[src/sv/qalu_pkg.sv]
`timescale 1ns / 1ps
`default_nettype none

package qalu_pkg;

    // Component format: signed fixed point, FRAC_BITS fraction bits
    localparam int COMP_WIDTH = 16;
    localparam int FRAC_BITS  = 12;

    // Full product width and width of the four-term sum
    localparam int PROD_WIDTH = 2 * COMP_WIDTH;
    localparam int SUM_WIDTH  = PROD_WIDTH + 2;

    // Action codes
    localparam logic [2:0] ACT_ADD   = 3'd0;
    localparam logic [2:0] ACT_SUB   = 3'd1;
    localparam logic [2:0] ACT_MUL   = 3'd2;
    localparam logic [2:0] ACT_SCALE = 3'd3;
    localparam logic [2:0] ACT_CONJ  = 3'd4;
    localparam logic [2:0] ACT_NEG   = 3'd5;

    // Hamilton product: term k of component c uses b[c ^ k]; bit (4*c + k) set
    // means the term is subtracted
    localparam logic [15:0] HAM_NEG = 16'h428E;

    // Rounding offset and clip limits, at sum width plus one
    localparam logic signed [SUM_WIDTH:0] RND_HALF =
        (SUM_WIDTH + 1)'(1) << (FRAC_BITS - 1);
    localparam logic signed [SUM_WIDTH:0] SAT_MAX =
        (SUM_WIDTH + 1)'((64'd1 << (COMP_WIDTH - 1)) - 64'd1);
    localparam logic signed [SUM_WIDTH:0] SAT_MIN = ~SAT_MAX;

    typedef struct packed {
        logic [2:0]                   action;
        logic signed [COMP_WIDTH-1:0] a_w;
        logic signed [COMP_WIDTH-1:0] a_x;
        logic signed [COMP_WIDTH-1:0] a_y;
        logic signed [COMP_WIDTH-1:0] a_z;
        logic signed [COMP_WIDTH-1:0] b_w;
        logic signed [COMP_WIDTH-1:0] b_x;
        logic signed [COMP_WIDTH-1:0] b_y;
        logic signed [COMP_WIDTH-1:0] b_z;
        logic signed [COMP_WIDTH-1:0] scale;
    } in_t;

    typedef struct packed {
        logic signed [COMP_WIDTH-1:0] r_w;
        logic signed [COMP_WIDTH-1:0] r_x;
        logic signed [COMP_WIDTH-1:0] r_y;
        logic signed [COMP_WIDTH-1:0] r_z;
        logic                         saturated;
    } out_t;

    // Multiplier stage result: 16 raw products, their signs, and the
    // unscaled linear value per component for the non-product actions
    typedef struct packed {
        logic [3:0][3:0][PROD_WIDTH-1:0] prod;
        logic [3:0][3:0]                 neg;
        logic [3:0][COMP_WIDTH:0]        lin;
        logic                            use_prod;
    } mul_data_t;

    // Adder stage result: exact sum per component, scaled by 2^FRAC_BITS
    typedef struct packed {
        logic [3:0][SUM_WIDTH-1:0] acc;
        logic                      use_prod;
    } sum_data_t;

endpackage

`default_nettype wire

[src/sv/qalu_sum_stage.sv]
`timescale 1ns / 1ps
`default_nettype none

module qalu_sum_stage (
    input  wire logic                aclk,
    input  wire logic                aresetn,
    input  wire logic                in_valid,
    output      logic                in_ready,
    input  wire qalu_pkg::mul_data_t in_data,
    output      logic                out_valid,
    input  wire logic                out_ready,
    output      qalu_pkg::sum_data_t out_data
);

    logic                valid_reg;
    qalu_pkg::sum_data_t data_reg;
    qalu_pkg::sum_data_t data_next;

    // Add four signed products per component, or place the linear value
    // at the product scale
    always_comb begin
        logic signed [qalu_pkg::SUM_WIDTH-1:0] t;
        logic signed [qalu_pkg::SUM_WIDTH-1:0] s;
        data_next = '0;
        data_next.use_prod = in_data.use_prod;
        for (int c = 0; c < 4; c++) begin
            s = '0;
            if (in_data.use_prod) begin
                for (int k = 0; k < 4; k++) begin
                    t = $signed(in_data.prod[c][k]);
                    if (in_data.neg[c][k]) begin
                        t = -t;
                    end
                    s = s + t;
                end
            end else begin
                t = $signed(in_data.lin[c]);
                s = t <<< qalu_pkg::FRAC_BITS;
            end
            data_next.acc[c] = s;
        end
    end

    assign in_ready = !valid_reg || out_ready;

    always_ff @(posedge aclk) begin
        if (!aresetn) begin
            valid_reg <= 1'b0;
        end else if (in_ready) begin
            valid_reg <= in_valid;
        end
    end

    always_ff @(posedge aclk) begin
        if (in_ready && in_valid) begin
            data_reg <= data_next;
        end
    end

    assign out_valid = valid_reg;
    assign out_data  = data_reg;

    // Linear values enter at exact multiples of one, so rounding is a no-op
    a_lin_exact: assert property (@(posedge aclk) disable iff (!aresetn)
        valid_reg && !data_reg.use_prod |->
            data_reg.acc[0][qalu_pkg::FRAC_BITS-1:0] == '0 &&
            data_reg.acc[1][qalu_pkg::FRAC_BITS-1:0] == '0 &&
            data_reg.acc[2][qalu_pkg::FRAC_BITS-1:0] == '0 &&
            data_reg.acc[3][qalu_pkg::FRAC_BITS-1:0] == '0)
        else $error("fraction bits set on a linear sum");

endmodule

`default_nettype wire

[config.mk]
export PLATFORM = sky130hd
export DESIGN_NAME = qalu_sum_stage
export DESIGN_NICKNAME = d
export VERILOG_FILES = /design/src/sv/qalu_pkg.sv /design/src/sv/qalu_sum_stage.sv
export SDC_FILE = /design/constraint.sdc
export NUM_CORES = 2
export LEC_CHECK = 0
export BUFFER_PORTS_ARGS = -buffer_cell sky130_fd_sc_hd__buf_2
export CAP_MARGIN = 10
export CORE_MARGIN = 2
export CORE_UTILIZATION = 32
export DETAILED_ROUTE_END_ITERATION = 16
export PLACE_DENSITY = 0.65
export SLEW_MARGIN = 20
export SYNTH_ARGS = -nofsm -noshare
export SYNTH_HDL_FRONTEND = slang
export SYNTH_SLANG_ARGS = --single-unit
[constraint.sdc]
create_clock -name aclk -period 7.9 [get_ports aclk]
set_input_delay 0.395 -clock aclk [delete_from_list [all_inputs] [get_ports aclk]]
set_output_delay 0.395 -clock aclk [all_outputs]
set_load 0.05 [all_outputs]
Yosys cells after proc, flatten, opt, wreduce, memory -nomap -nowiden:

Cells that the tools add are included.

* flip-flop bits (word level): 138
* output and inout bits: 139

* add/subtract/negate cells: 28
* multiplexer cells: 36
* reductions and logical operators: 3

Operators by type and width (count)
* $mux 34: 36
* $neg 32->34: 16
* $add 34x34->34: 12
* $logic_and 1x1->1: 1
* $logic_not 1->1: 1
* $logic_or 1x1->1: 1

Depth between registers and ports, before layout:

* depth after elaboration: 7
* gate-level depth with buffers: 23
* mapped depth without buffers: 22

Least setup slack after synthesis:

OpenSTA, ideal clock, no wires.

* path kind: input to register
* start point: input in_data[510] in the netlist's numbering
* end point: register data_reg, in the netlist out_data[133], data pin
* data arrival time: 5.707 ns
* data required time: 7.641 ns
* slack: 1.934 ns
* stages: 19
* path through: or4_1 > or4_1 > or4_1 > or2_1 > o41ai_1 > xnor2_1 > fa_1 > inv_1 > fa_1 > inv_1 > ha_1 > and3_1 > and3_1 > and2_1 > and3_1 > a311o_1 > a211oi_1 > o21ai_0 > a211o_1

RTL lines
* from (decl): RTL line qalu_sum_stage.sv:9 `input wire qalu_pkg::mul_data_t in_data,`
* to (signal assigned): RTL line qalu_sum_stage.sv:56 `data_reg <= data_next;`
* to (decl): RTL line qalu_sum_stage.sv:16 `qalu_pkg::sum_data_t data_reg;`

==> flow_metrics.env <==
export IMPL_cp_max_fo=6
export IMPL_synth_seq_cells=138
export IMPL_grt_pass1_wl_um=161000
export IMPL_synthAdderAreaFrac_pct=24.3
export IMPL_fin_crit_ns=6.31
export IMPL_synth_edf_count=137
export IMPL_relSlewSlack_pct=32.0
export IMPL_via_count=28100
export IMPL_synthMuxAreaShare_pct=2.39
export IMPL_ys_warn_count=0
export IMPL_worstHoldPathCells=2
export IMPL_required_ns=8.18
export IMPL_timing_rr_start="out_valid"
export IMPL_coreArea_mm2=0.0914
export IMPL_ios=740
export IMPL_placedCellCount=5337
export IMPL_synthCells=3489
export IMPL_grt_pass1_vias=27600
export IMPL_rows=111
export IMPL_status="completed"
export IMPL_path_class="input pin to flip-flop"
export IMPL_synthXorXnorAreaFrac_pct=17.7
export IMPL_synth_flop_cell="edfxtp_1"
export IMPL_htreeDepth=4
export IMPL_wl_um=107000
export IMPL_numCtsBuffers=17
export IMPL_clock_skew_ns=0.0152
export IMPL_r2r_setup_slack_ns=5.85
export IMPL_cts_resized=0
export IMPL_cts_root_buf="clkbuf_16"
export IMPL_critPathArrivalTime_ns=6.59
export IMPL_hold_violations=0
export IMPL_grt_max_degree=66
export IMPL_antenna_found_initial=31
export IMPL_clock_path_buffers=2
export IMPL_yosysSeqAreaShare_pct=14.0
export IMPL_instances_no_fill=5392
export IMPL_portBuffers=739
export IMPL_avgViaCountPerCell=5.21
export IMPL_synth_simple_gate_area_share_pct=15.4
export IMPL_synth_fp_nets=4502
export IMPL_rsz0062_at_grt="no"
export IMPL_synth_top_family_by_area="adder cells"
export IMPL_hold_end="out_valid"
export IMPL_drive_gt1_share_pct=20.9
export IMPL_synth_compound_area_share_pct=18.0
export IMPL_postRouteAntennaNets=0
export IMPL_cts_tree="yes"
export IMPL_power_density_mw_per_mm2=304
export IMPL_vdd_drop_max_mv=0.189
export IMPL_setup_tns_ns=0
export IMPL_power_w=0.0107
export IMPL_cts_setup_buffers=0
export IMPL_grt_usage_pct=22.1
export IMPL_cp_end_kind="flip-flop"
export IMPL_ys_types=76
export IMPL_p_leak_nw=15.8
export IMPL_max_freq_mhz=158
export IMPL_synth_area_mm2=0.0294
export IMPL_rr_worst_depth=3
export IMPL_final_nets=5183
export IMPL_clkTransAtPathRegs_ns=0.07
export IMPL_worst_slew_pin_slew_ns=1.02
export IMPL_synth_area_per_cell_um2=8.43
export IMPL_overflow=0
export IMPL_die_area_mm2=0.0944
export IMPL_start_util_pct=32.2
export IMPL_critPathLaunchType="input pin"
export IMPL_hold_start="aresetn"
export IMPL_avgRoutedWirePerCell_um=19.8
export IMPL_finalSetupViolCount=0
export IMPL_die_w_um=307
export IMPL_drc=0
export IMPL_drv_cap=0
export IMPL_r2r_end="out_data[81]"
export IMPL_final_max_slew_viol_count=0
export IMPL_firstDrtPassIters=5
export IMPL_routabilityCongestion=0.959
export IMPL_numClockSinks=138
export IMPL_drt_iter0_drc=1875
export IMPL_async_flop_share_pct=0
export IMPL_dieHeight_um=307
export IMPL_dp_hpwl_um=91900
export IMPL_worstSkewPairLatency_ns=0.51
export IMPL_min_path_type="input pin to flip-flop"
export IMPL_syn_to_final_growth_pct=19.0
export IMPL_holdBufCountCts=0
export IMPL_finalCritPeriodShare_pct=79.9
worst max-delay path by stage:
stage / start / endpoint / slack [ns] / depth (start not counted)
2_1_floorplan: in_data[510] / out_data[133] / 1.93 / 19
3_3_place_gp: in_data[250] / out_data[67] / 1.32 / 22
3_5_place_dp: in_data[250] / out_data[67] / 1.22 / 22
4_1_cts: in_data[250] / out_data[67] / 1.74 / 22
5_1_grt: in_data[280] / out_data[67] / 1.13 / 22
6_report: in_data[250] / out_data[67] / 1.59 / 22
report_power, final:
group          switching [W]  internal, W  leakage [nW]  total [W]
combinational        0.00529      0.00309          14.1    0.00838
sequential         0.0000995      0.00126          1.35    0.00136
clock               0.000411     0.000502         0.299   0.000913
total                0.00580      0.00486          15.8     0.0107
logic make-up (layout without fill, tap and decap cells):
kind of cell               Yosys count  in the layout
and+or+nand+nor                    851            851
other                                0             23
DFF                                138            138
buffers and inverters              645           1339
AOI/OAI and AO/OA                  790            790
muxes                               65             65
xor gates and xnor gates           588            588
adders and majority gates          412            412
cells in the mapped netlist (all sizes together) (19+ instances only):
cell / n / area, µm²
fa: 264 / 5290
nand2: 215 / 807
o21a: 37 / 278
xnor2: 403 / 3530
or2: 39 / 244
or4: 91 / 702
mux2: 43 / 484
nand3: 38 / 190
ha: 148 / 1850
nand2b: 40 / 250
nor2: 138 / 518
nor3: 68 / 340
nand4: 19 / 119
o31ai: 137 / 1030
clkbuf: 70 / 263
inv: 562 / 2110
nor4: 32 / 200
nor2b: 34 / 213
a21o: 69 / 518
edfxtp: 137 / 4110
o41ai: 82 / 733
xor2: 181 / 1590
mux2i: 22 / 220
or3: 66 / 418
o21ai: 228 / 1140
a21oi: 108 / 541
metal layers:
metal | part of all wire (%) | routed length (µm) | vias to the layer above | GRT usage [%]
met1 | 44 | 47300 | 13500 | 29.1
met5 | 0.073 | 78 | - | 0
met3 | 5.4 | 5760 | 140 | 3.28
li1 | - | - | 13400 | -
met2 | 48 | 51100 | 929 | 37.3
met4 | 2.3 | 2490 | 12 | 6.59
flip-flops by register name, indices dropped and copies added (netlist names):
name / flops
out_data: 137
out_valid: 1
cell type report:
| type | instances | area (µm²) |
|---|---|---|
| fillers | 9544 | 56400 |
| multi-input cells | 2706 | 22900 |
| flip-flops and latches | 138 | 4130 |
| repair buffers | 745 | 3750 |
| inverters | 562 | 2110 |
| well taps | 1186 | 1480 |
| clock buffers | 17 | 425 |
| clock inverters | 15 | 188 |
| diodes | 23 | 57.6 |
layout by cell type, fill, tap and decap left out, drive strengths merged, types with 11 or more instances in the layout:
cell    count
fa        264
or2        39
edfxtp    137
ha        148
a21o       69
nand3b     11
and2       17
or3        66
or4        91
xnor2     403
mux2i      22
nor2      138
a211oi     13
nand2b     40
xor2      181
a31oi      14
nor2b      34
a21boi     14
a21oi     108
nand4      19
clkbuf     17
inv       568
o41ai      82
o21ai     228
o21bai     11
o31ai     137
nand3      38
nor4       32
mux2       43
buf       745
and3       18
diode      23
o21a       37
nor3       68
nand2     215
critical path: stages:
cell and delay [ns]:
buf_2 0.13, nor4_1 0.57, nand3_1 0.17, or2_2 0.36, or3_1 0.44, or2_2 0.33, o21ai_0 0.19, xnor2_1 0.12
fa_1 0.53, inv_1 0.06, fa_1 0.53, inv_1 0.04, ha_1 0.36, and3_1 0.24, a221oi_1 0.39, o21ai_0 0.16
a221oi_1 0.32, o311ai_0 0.32, a31oi_1 0.31, o21ai_0 0.19, a211o_1 0.32, o311ai_0 0.11
through the flow:
step / hold WS, ns / utilization (%) / instance area [µm²] / setup WS, ns
finish: 0.142 / 38.3 / 35000 / 1.59
global placement: 0.527 / 37.6 / 34400 / 1.32
floorplan: 0.494 / - / 29400 / 1.93
detailed placement: 0.541 / 37.6 / 34400 / 1.22
CTS: 0.0925 / 38.3 / 35000 / 1.74
global route: 0.124 / 38.3 / 35000 / 1.13
Power figures use the tool's default switching activity.
