`config.mk`:
```
export PLATFORM = sky130hd
export DESIGN_NAME = qalu_sat_stage
export DESIGN_NICKNAME = d
export VERILOG_FILES = /design/src/sv/qalu_pkg.sv /design/src/sv/qalu_sat_stage.sv
export SDC_FILE = /design/constraint.sdc
export NUM_CORES = 1
export LEC_CHECK = 0
export ABC_AREA = 1
export BUFFER_PORTS_ARGS = -buffer_cell sky130_fd_sc_hd__buf_2
export CORE_MARGIN = 2
export CORE_UTILIZATION = 55
export CTS_BUF_LIST = sky130_fd_sc_hd__clkbuf_4
export DETAILED_ROUTE_END_ITERATION = 10
export MAX_ROUTING_LAYER = met4
export PLACE_DENSITY = 0.88
export SYNTH_ARGS = -nofsm -noshare
export SYNTH_HDL_FRONTEND = slang
export SYNTH_SLANG_ARGS = --single-unit
```
`constraint.sdc`:
```
create_clock -name aclk -period 9.38 [get_ports aclk]
set_clock_uncertainty 0.05 [all_clocks]
set_input_delay 1.876 -clock aclk [delete_from_list [all_inputs] [get_ports aclk]]
set_output_delay 1.876 -clock aclk [all_outputs]
set_load 0.02 [all_outputs]
```
`src/sv/qalu_pkg.sv`:
```
`timescale 1ns / 1ps
`default_nettype none

package qalu_pkg;

    // Component format: signed fixed point, FRAC_BITS fraction bits
    localparam int COMP_WIDTH = 16;
    localparam int FRAC_BITS  = 12;

    // Full product width and width of the four-term sum
    localparam int PROD_WIDTH = 2 * COMP_WIDTH;
    localparam int SUM_WIDTH  = PROD_WIDTH + 2;

    // Action codes
    localparam logic [2:0] ACT_ADD   = 3'd0;
    localparam logic [2:0] ACT_SUB   = 3'd1;
    localparam logic [2:0] ACT_MUL   = 3'd2;
    localparam logic [2:0] ACT_SCALE = 3'd3;
    localparam logic [2:0] ACT_CONJ  = 3'd4;
    localparam logic [2:0] ACT_NEG   = 3'd5;

    // Hamilton product: term k of component c uses b[c ^ k]; bit (4*c + k) set
    // means the term is subtracted
    localparam logic [15:0] HAM_NEG = 16'h428E;

    // Rounding offset and clip limits, at sum width plus one
    localparam logic signed [SUM_WIDTH:0] RND_HALF =
        (SUM_WIDTH + 1)'(1) << (FRAC_BITS - 1);
    localparam logic signed [SUM_WIDTH:0] SAT_MAX =
        (SUM_WIDTH + 1)'((64'd1 << (COMP_WIDTH - 1)) - 64'd1);
    localparam logic signed [SUM_WIDTH:0] SAT_MIN = ~SAT_MAX;

    typedef struct packed {
        logic [2:0]                   action;
        logic signed [COMP_WIDTH-1:0] a_w;
        logic signed [COMP_WIDTH-1:0] a_x;
        logic signed [COMP_WIDTH-1:0] a_y;
        logic signed [COMP_WIDTH-1:0] a_z;
        logic signed [COMP_WIDTH-1:0] b_w;
        logic signed [COMP_WIDTH-1:0] b_x;
        logic signed [COMP_WIDTH-1:0] b_y;
        logic signed [COMP_WIDTH-1:0] b_z;
        logic signed [COMP_WIDTH-1:0] scale;
    } in_t;

    typedef struct packed {
        logic signed [COMP_WIDTH-1:0] r_w;
        logic signed [COMP_WIDTH-1:0] r_x;
        logic signed [COMP_WIDTH-1:0] r_y;
        logic signed [COMP_WIDTH-1:0] r_z;
        logic                         saturated;
    } out_t;

    // Multiplier stage result: 16 raw products, their signs, and the
    // unscaled linear value per component for the non-product actions
    typedef struct packed {
        logic [3:0][3:0][PROD_WIDTH-1:0] prod;
        logic [3:0][3:0]                 neg;
        logic [3:0][COMP_WIDTH:0]        lin;
        logic                            use_prod;
    } mul_data_t;

    // Adder stage result: exact sum per component, scaled by 2^FRAC_BITS
    typedef struct packed {
        logic [3:0][SUM_WIDTH-1:0] acc;
        logic                      use_prod;
    } sum_data_t;

endpackage

`default_nettype wire

```
`src/sv/qalu_sat_stage.sv`:
```
`timescale 1ns / 1ps
`default_nettype none

module qalu_sat_stage (
    input  wire logic                aclk,
    input  wire logic                aresetn,
    input  wire logic                in_valid,
    output      logic                in_ready,
    input  wire qalu_pkg::sum_data_t in_data,
    output      logic                out_valid,
    input  wire logic                out_ready,
    output      qalu_pkg::out_t      out_data
);

    localparam int CW = qalu_pkg::COMP_WIDTH;

    logic           valid_reg;
    qalu_pkg::out_t data_reg;
    qalu_pkg::out_t data_next;

    logic signed [CW-1:0] r_vec [4];
    logic [3:0]           clip_vec;

    // Round to nearest (ties up), then clip each component to range
    always_comb begin
        logic signed [qalu_pkg::SUM_WIDTH:0] rnd;
        logic signed [qalu_pkg::SUM_WIDTH:0] q;
        for (int c = 0; c < 4; c++) begin
            rnd = $signed(in_data.acc[c]);
            rnd = rnd + qalu_pkg::RND_HALF;
            q   = rnd >>> qalu_pkg::FRAC_BITS;
            if (q > qalu_pkg::SAT_MAX) begin
                r_vec[c]    = qalu_pkg::SAT_MAX[CW-1:0];
                clip_vec[c] = 1'b1;
            end else if (q < qalu_pkg::SAT_MIN) begin
                r_vec[c]    = qalu_pkg::SAT_MIN[CW-1:0];
                clip_vec[c] = 1'b1;
            end else begin
                r_vec[c]    = q[CW-1:0];
                clip_vec[c] = 1'b0;
            end
        end
        data_next.r_w       = r_vec[0];
        data_next.r_x       = r_vec[1];
        data_next.r_y       = r_vec[2];
        data_next.r_z       = r_vec[3];
        data_next.saturated = |clip_vec;
    end

    // Output register: hold the result until the consumer takes it
    assign in_ready = !valid_reg || out_ready;

    always_ff @(posedge aclk) begin
        if (!aresetn) begin
            valid_reg <= 1'b0;
        end else if (in_ready) begin
            valid_reg <= in_valid;
        end
    end

    always_ff @(posedge aclk) begin
        if (in_ready && in_valid) begin
            data_reg <= data_next;
        end
    end

    assign out_valid = valid_reg;
    assign out_data  = data_reg;

    // A clipped result must show a limit code in some component
    a_sat_at_limit: assert property (@(posedge aclk) disable iff (!aresetn)
        valid_reg && data_reg.saturated |->
            data_reg.r_w == qalu_pkg::SAT_MAX[CW-1:0] ||
            data_reg.r_w == qalu_pkg::SAT_MIN[CW-1:0] ||
            data_reg.r_x == qalu_pkg::SAT_MAX[CW-1:0] ||
            data_reg.r_x == qalu_pkg::SAT_MIN[CW-1:0] ||
            data_reg.r_y == qalu_pkg::SAT_MAX[CW-1:0] ||
            data_reg.r_y == qalu_pkg::SAT_MIN[CW-1:0] ||
            data_reg.r_z == qalu_pkg::SAT_MAX[CW-1:0] ||
            data_reg.r_z == qalu_pkg::SAT_MIN[CW-1:0])
        else $error("saturated flag without a limit code");

endmodule

`default_nettype wire

```
* Yosys cells after proc, flatten, opt, wreduce, memory -nomap -nowiden
Cells that the tools add are included.
** Word-level totals
- Bits in registers :: 66
- Bits of input ports :: 141
- Output and inout port bits :: 67
- Word-level logic and storage cells :: 34
** Cells by class
- $add $sub $neg :: 4
- Order comparisons :: 8
- Muxes and demuxes :: 12
- Reduce and logical (&&, ||, !) cells :: 4
** Operators by type and width (count)
- $add 34x13->35 const B :: 4
- $gt 23x16->1 const B :: 4
- $lt 23x16->1 const B :: 4
- $mux 16 :: 4
- $mux 1 :: 8
- $reduce_or 4->1 :: 1
- $logic_and 1x1->1 :: 1
- $logic_not 1->1 :: 1
- $logic_or 1x1->1 :: 1

* Logic depth before layout (Yosys ltp)
- Depth in word-level cells :: 5
- Gate-level depth with buffers :: 15
- Mapped depth without buffers :: 15

* Worst setup path before layout
No wires, ideal clock.
- Path kind :: input -> register
- Start point :: in in_valid
- End point :: reg data_reg (netlist bit out_data[0]), enable pin
- Library setup time :: 510 ps
- Arrival :: 5069 ps
- Required time :: 8820 ps
- Path slack :: 3751 ps
- Stages on the path :: 2
- Buffers on the path :: 0
- Path through :: inv_1 > a21oi_1
** On the way
- Word-level cells in the longest chain between the ends :: 1
** RTL lines
- from (decl) :: line qalu_sat_stage.sv:7 : input wire logic in_valid,
- $logic_and 1x1->1 :: line qalu_sat_stage.sv:62 : if (in_ready && in_valid) begin
- to (signal assigned) :: line qalu_sat_stage.sv:63 : data_reg <= data_next;
- to (decl) :: line qalu_sat_stage.sv:18 : qalu_pkg::out_t data_reg;
No other way between the ends.
A chain may end at the register's enable or synchronous reset.

* Worst setup path in the final report
- Start point :: in out_ready
- End point :: out in_ready
** On the way
- Word-level cells in the longest chain between the ends :: 1
** RTL lines
- from (decl) :: line qalu_sat_stage.sv:11 : input wire logic out_ready,
- $logic_or 1x1->1 :: line qalu_sat_stage.sv:51 : assign in_ready = !valid_reg || out_ready;
- to (decl) :: line qalu_sat_stage.sv:8 : output logic in_ready,
No other way between the ends.

==> run summary <==
The number of enable-type register cells in the synthesized netlist is 65. The tools report the clock latency reported for the late side of the worst-skew pair as 400 ps. The sequential area share after synthesis came out at 0.3628. Counting every instance in the synthesized netlist gives 776. The number of gates resized after CTS was 0. The floorplan step set the die width to 103.4 um.

The static leakage was 2.838 nW. The detailed placer's ending HPWL came out at 10.49 mm. The post-synthesis cell type count is 29. The worst setup path category is primary input to primary output.

The detailed router finished its first iteration with 161 violations. The fraction of the mapped netlist area in compound gates was 0.07988; the data required time at the worst endpoint was 7450 ps. The layout-stage area growth over the synthesis result is 18.65%. Counting instances in the post-synthesis netlist gives the leading cell types as nand2_1 (283), nor2_1 (108), inv_1 (71). The critical path goes through buf_2 > inv_1 > nand2_1 > buf_2.

Dividing the detail-routed wire length by the instance count gives 11.81 um. The level count of the clock H-tree was 3; the initial core utilization was 0.5612. The fraction of synthesized area in multiplexers came out at 0.

For the final-report max-slew violation count, the log shows 0. The post-detailed-route via-to-cell ratio came out at 4.942. Detailed routing inserted a total of 5328 vias. At the pin with the least slew margin, the transition time is 801.7 ps. After synthesis the cells add up to 5435 um^2. TritonCTS built the clock tree. The number of fill cells in the layout was 876; the xor/xnor share of the synthesized area was 0.08218. The all-layer global routing usage was 0.2467. The number of hold violations in the final report is 0. The final total power is 670.5 uW. STA classifies the critical path endpoint as a primary output. The critical path contains buffers and inverters numbering 3 combined. The run gives 2 as the maximum clock insertion buffer count. After the flow finishes, the layout carries non-filler instances totaling 1078. IR analysis of the VDD net gives a maximum drop of 0.04823 mV. For this run the aggregate overflow at the end of global routing stands at 0. Setup violations remaining at the end of the flow were counted as 0. Along the worst path, the maximum fanout reaches 2. In this run the tool buffered the top-level ports with 162 buffer cells. The final layout contains 1087 nets. The synthesized design contains 66 register bits. In this run the cell area measured after placement is 6352 um^2.

The clock-pin slew on the worst setup and hold paths is 100 ps, and the total iterations of the first detailed-routing run is 5. The min-delay analysis places its worst path in the category register to register. The kind of cell adding the most delay to the critical path was buffers and inverters.

After routing the design area is 6449 um^2. The total routed wirelength was 12.73 mm; the DRC violations left was 0. The minimum period implied by the final worst setup slack was 4256 ps; the count of yosys warnings during synthesis was 0.

The run finished with clean final reports. In the post-synthesis netlist, the biggest area contributors are edfxtp_1 (36%), nand2_1 (20%), nor2_1 (7.5%), inv_1 (4.9%), nand3_1 (4.5%). The run gives 4598 as the number of global-route vias before repair. The total placed cells including tap cells is 1064.

The final critical-path share of the clock period was 0.4537. The share of layout cells above drive strength 1 was 0.2688; the number of buffers inserted by post-CTS setup repair was 0. The area of the multi-input gates is 3118 um^2, and the cts-stage hold buffer count is 0.

The async set-or-reset flop fraction in the synthesized netlist is 0. Die footprint: 10690 um^2. Row generation in the floorplan step produced 36 rows.

The tools report the relative slew slack as 0.4655. Most common cell in the synthesized netlist: nand2_1. The worst setup path is launched from a primary input. The run gives 66 as the total clock sinks.

The slowest stage of the critical path belongs to the cell buf_2. The sequential cells in the finished layout cover a total of 1972 um^2. The number of antenna diodes was 0; the total clock buffers created by CTS was 9. Pin placement for this block handled 208 I/O pins. The global-route wire length before repair was 20.18 mm. The number of nets in the synthesized netlist is 921. Summed over all failing endpoints, the final setup total negative slack is 0 ps. The chip height was 103.4 um. The most numerous cell type found on the critical path is buf_2. The maximum frequency from static timing analysis was 0.2350 GHz. In the synthesized netlist the dominant register cell turns out to be edfxtp_1.

The simple-gate portion of the synthesized area came out at 0.4003. Setup repair after global routing left no endpoint under its margin. The power density normalized to cell area was 104.0 nW/um^2. Routability-driven placement finished with a final weighted congestion of 0.9535. The max-capacitance violation count came out at 0.

In this run the standard cell core region covers 9684 um^2. The library cell with the largest summed area after synthesis is edfxtp_1. The number of antenna violations at the first check in global routing is 0, and the top-area cell type share of the netlist area is 0.3591. The adder and majority cell fraction of the synthesized area is 0.009208. Library cell used as clock root buffer: clkbuf_4. After synthesis, the largest family of logic cells by area is simple AND/OR/NAND/NOR gates. For this run, the slowest stage of the critical path takes 160 ps. The average instance in the mapped netlist occupies 7.004 um^2. Data on the critical path arrives at its endpoint at 2330 ps. The tools report the largest net degree at the start of global routing as 66. The count of nets left with antenna violations once routing finished came out at 0.
==> final timing paths <==
check,start,to,slack [ps],cells after the start
hold / removal,out_valid,out_valid,540,2
setup reg to reg,out_valid,out_data[27],7780,2
hold reg to reg,out_valid,out_valid,540,2
setup / recovery,out_ready,in_ready,5120,4
==> where the power goes <==
part / switching (mW) / total [mW] / internal (mW) / leakage, nW
sequential: 0.00440 / 0.351 / 0.347 / 0.616
combinational: 0.111 / 0.168 / 0.0573 / 2.17
clock: 0.0982 / 0.151 / 0.0528 / 0.0555
==> flip-flops by register name, indices dropped and copies added, names as in the netlist <==
name and cells:
out_valid 1, out_data 65
==> through the flow <==
step,setup WS [ps],utilization,hold slack (ps)
5_1_grt,5089,0.6659,587.6
2_1_floorplan,3751,-,679.5
3_5_place_dp,5113,0.6559,531.3
3_3_place_gp,5119,0.6559,504.3
6_report,5124,0.6659,537.3
4_1_cts,5111,0.6659,544.7
==> cell usage in the layout, fill, tap and decap left out <==
| cell | synthesis | final |
|---|---|---|
| nand2_1 | 283 | 283 |
| clkinv_2 | 0 | 2 |
| nor4_1 | 1 | 1 |
| a21oi_4 | 0 | 1 |
| edfxtp_1 | 65 | 65 |
| nand3b_1 | 4 | 4 |
| o21ai_2 | 27 | 27 |
| nand2_2 | 10 | 10 |
| buf_2 | 0 | 162 |
| nand4_1 | 8 | 8 |
| nor2_1 | 108 | 108 |
| a21boi_0 | 1 | 1 |
| inv_2 | 3 | 3 |
| clkbuf_4 | 0 | 10 |
| buf_4 | 3 | 1 |
| clkinv_1 | 0 | 1 |
| o21ai_1 | 13 | 13 |
| and2_1 | 1 | 1 |
| or2_2 | 3 | 3 |
| xnor2_1 | 26 | 26 |
| inv_1 | 71 | 71 |
| nor3_2 | 1 | 1 |
| ha_1 | 4 | 4 |
| nor2_4 | 6 | 6 |
| nor3_1 | 5 | 5 |
| nor2_2 | 24 | 24 |
| o21ai_0 | 24 | 24 |
| xor2_1 | 25 | 25 |
| clkinvlp_4 | 0 | 1 |
| dfxtp_1 | 1 | 1 |
| nor2b_1 | 1 | 1 |
| nand3_1 | 49 | 49 |
| nand3_2 | 3 | 3 |
==> cell type report <==
cell class,instances,share of cell area
Multi-Input combinational cell,628,0.4835
Sequential cell,66,0.3058
Timing Repair Buffer,163,0.1269
Inverter,74,0.04307
Tap cell,133,0.02581
Clock buffer,10,0.01164
Clock inverter,4,0.003298
==> layer usage <==
layer / GRT usage / wire [um] / vias up
li1: - / - / 2812
met1: 0.3035 / 5496 / 2331
met2: 0.4223 / 6371 / 167
met3: 0.03024 / 684 / 18
met4: 0.07996 / 178 / 0
met5: - / 0 / -
==> cells by family (layout without fill, tap and decap cells) <==
logic type | after synthesis | after routing
buffers and inverters | 82 | 251
flip-flops | 66 | 66
AO/OA/AOI/OAI | 66 | 66
adder cells (fa/ha/maj) | 4 | 4
XOR/XNOR | 51 | 51
AND/OR/NAND/NOR | 507 | 507
==> worst min-delay path, cell delays in order, from the launching register on <==
cell and delay [ps]:
dfxtp_1 370, nand2_1 100, a21boi_0 80
Power figures use the tool's default switching activity.
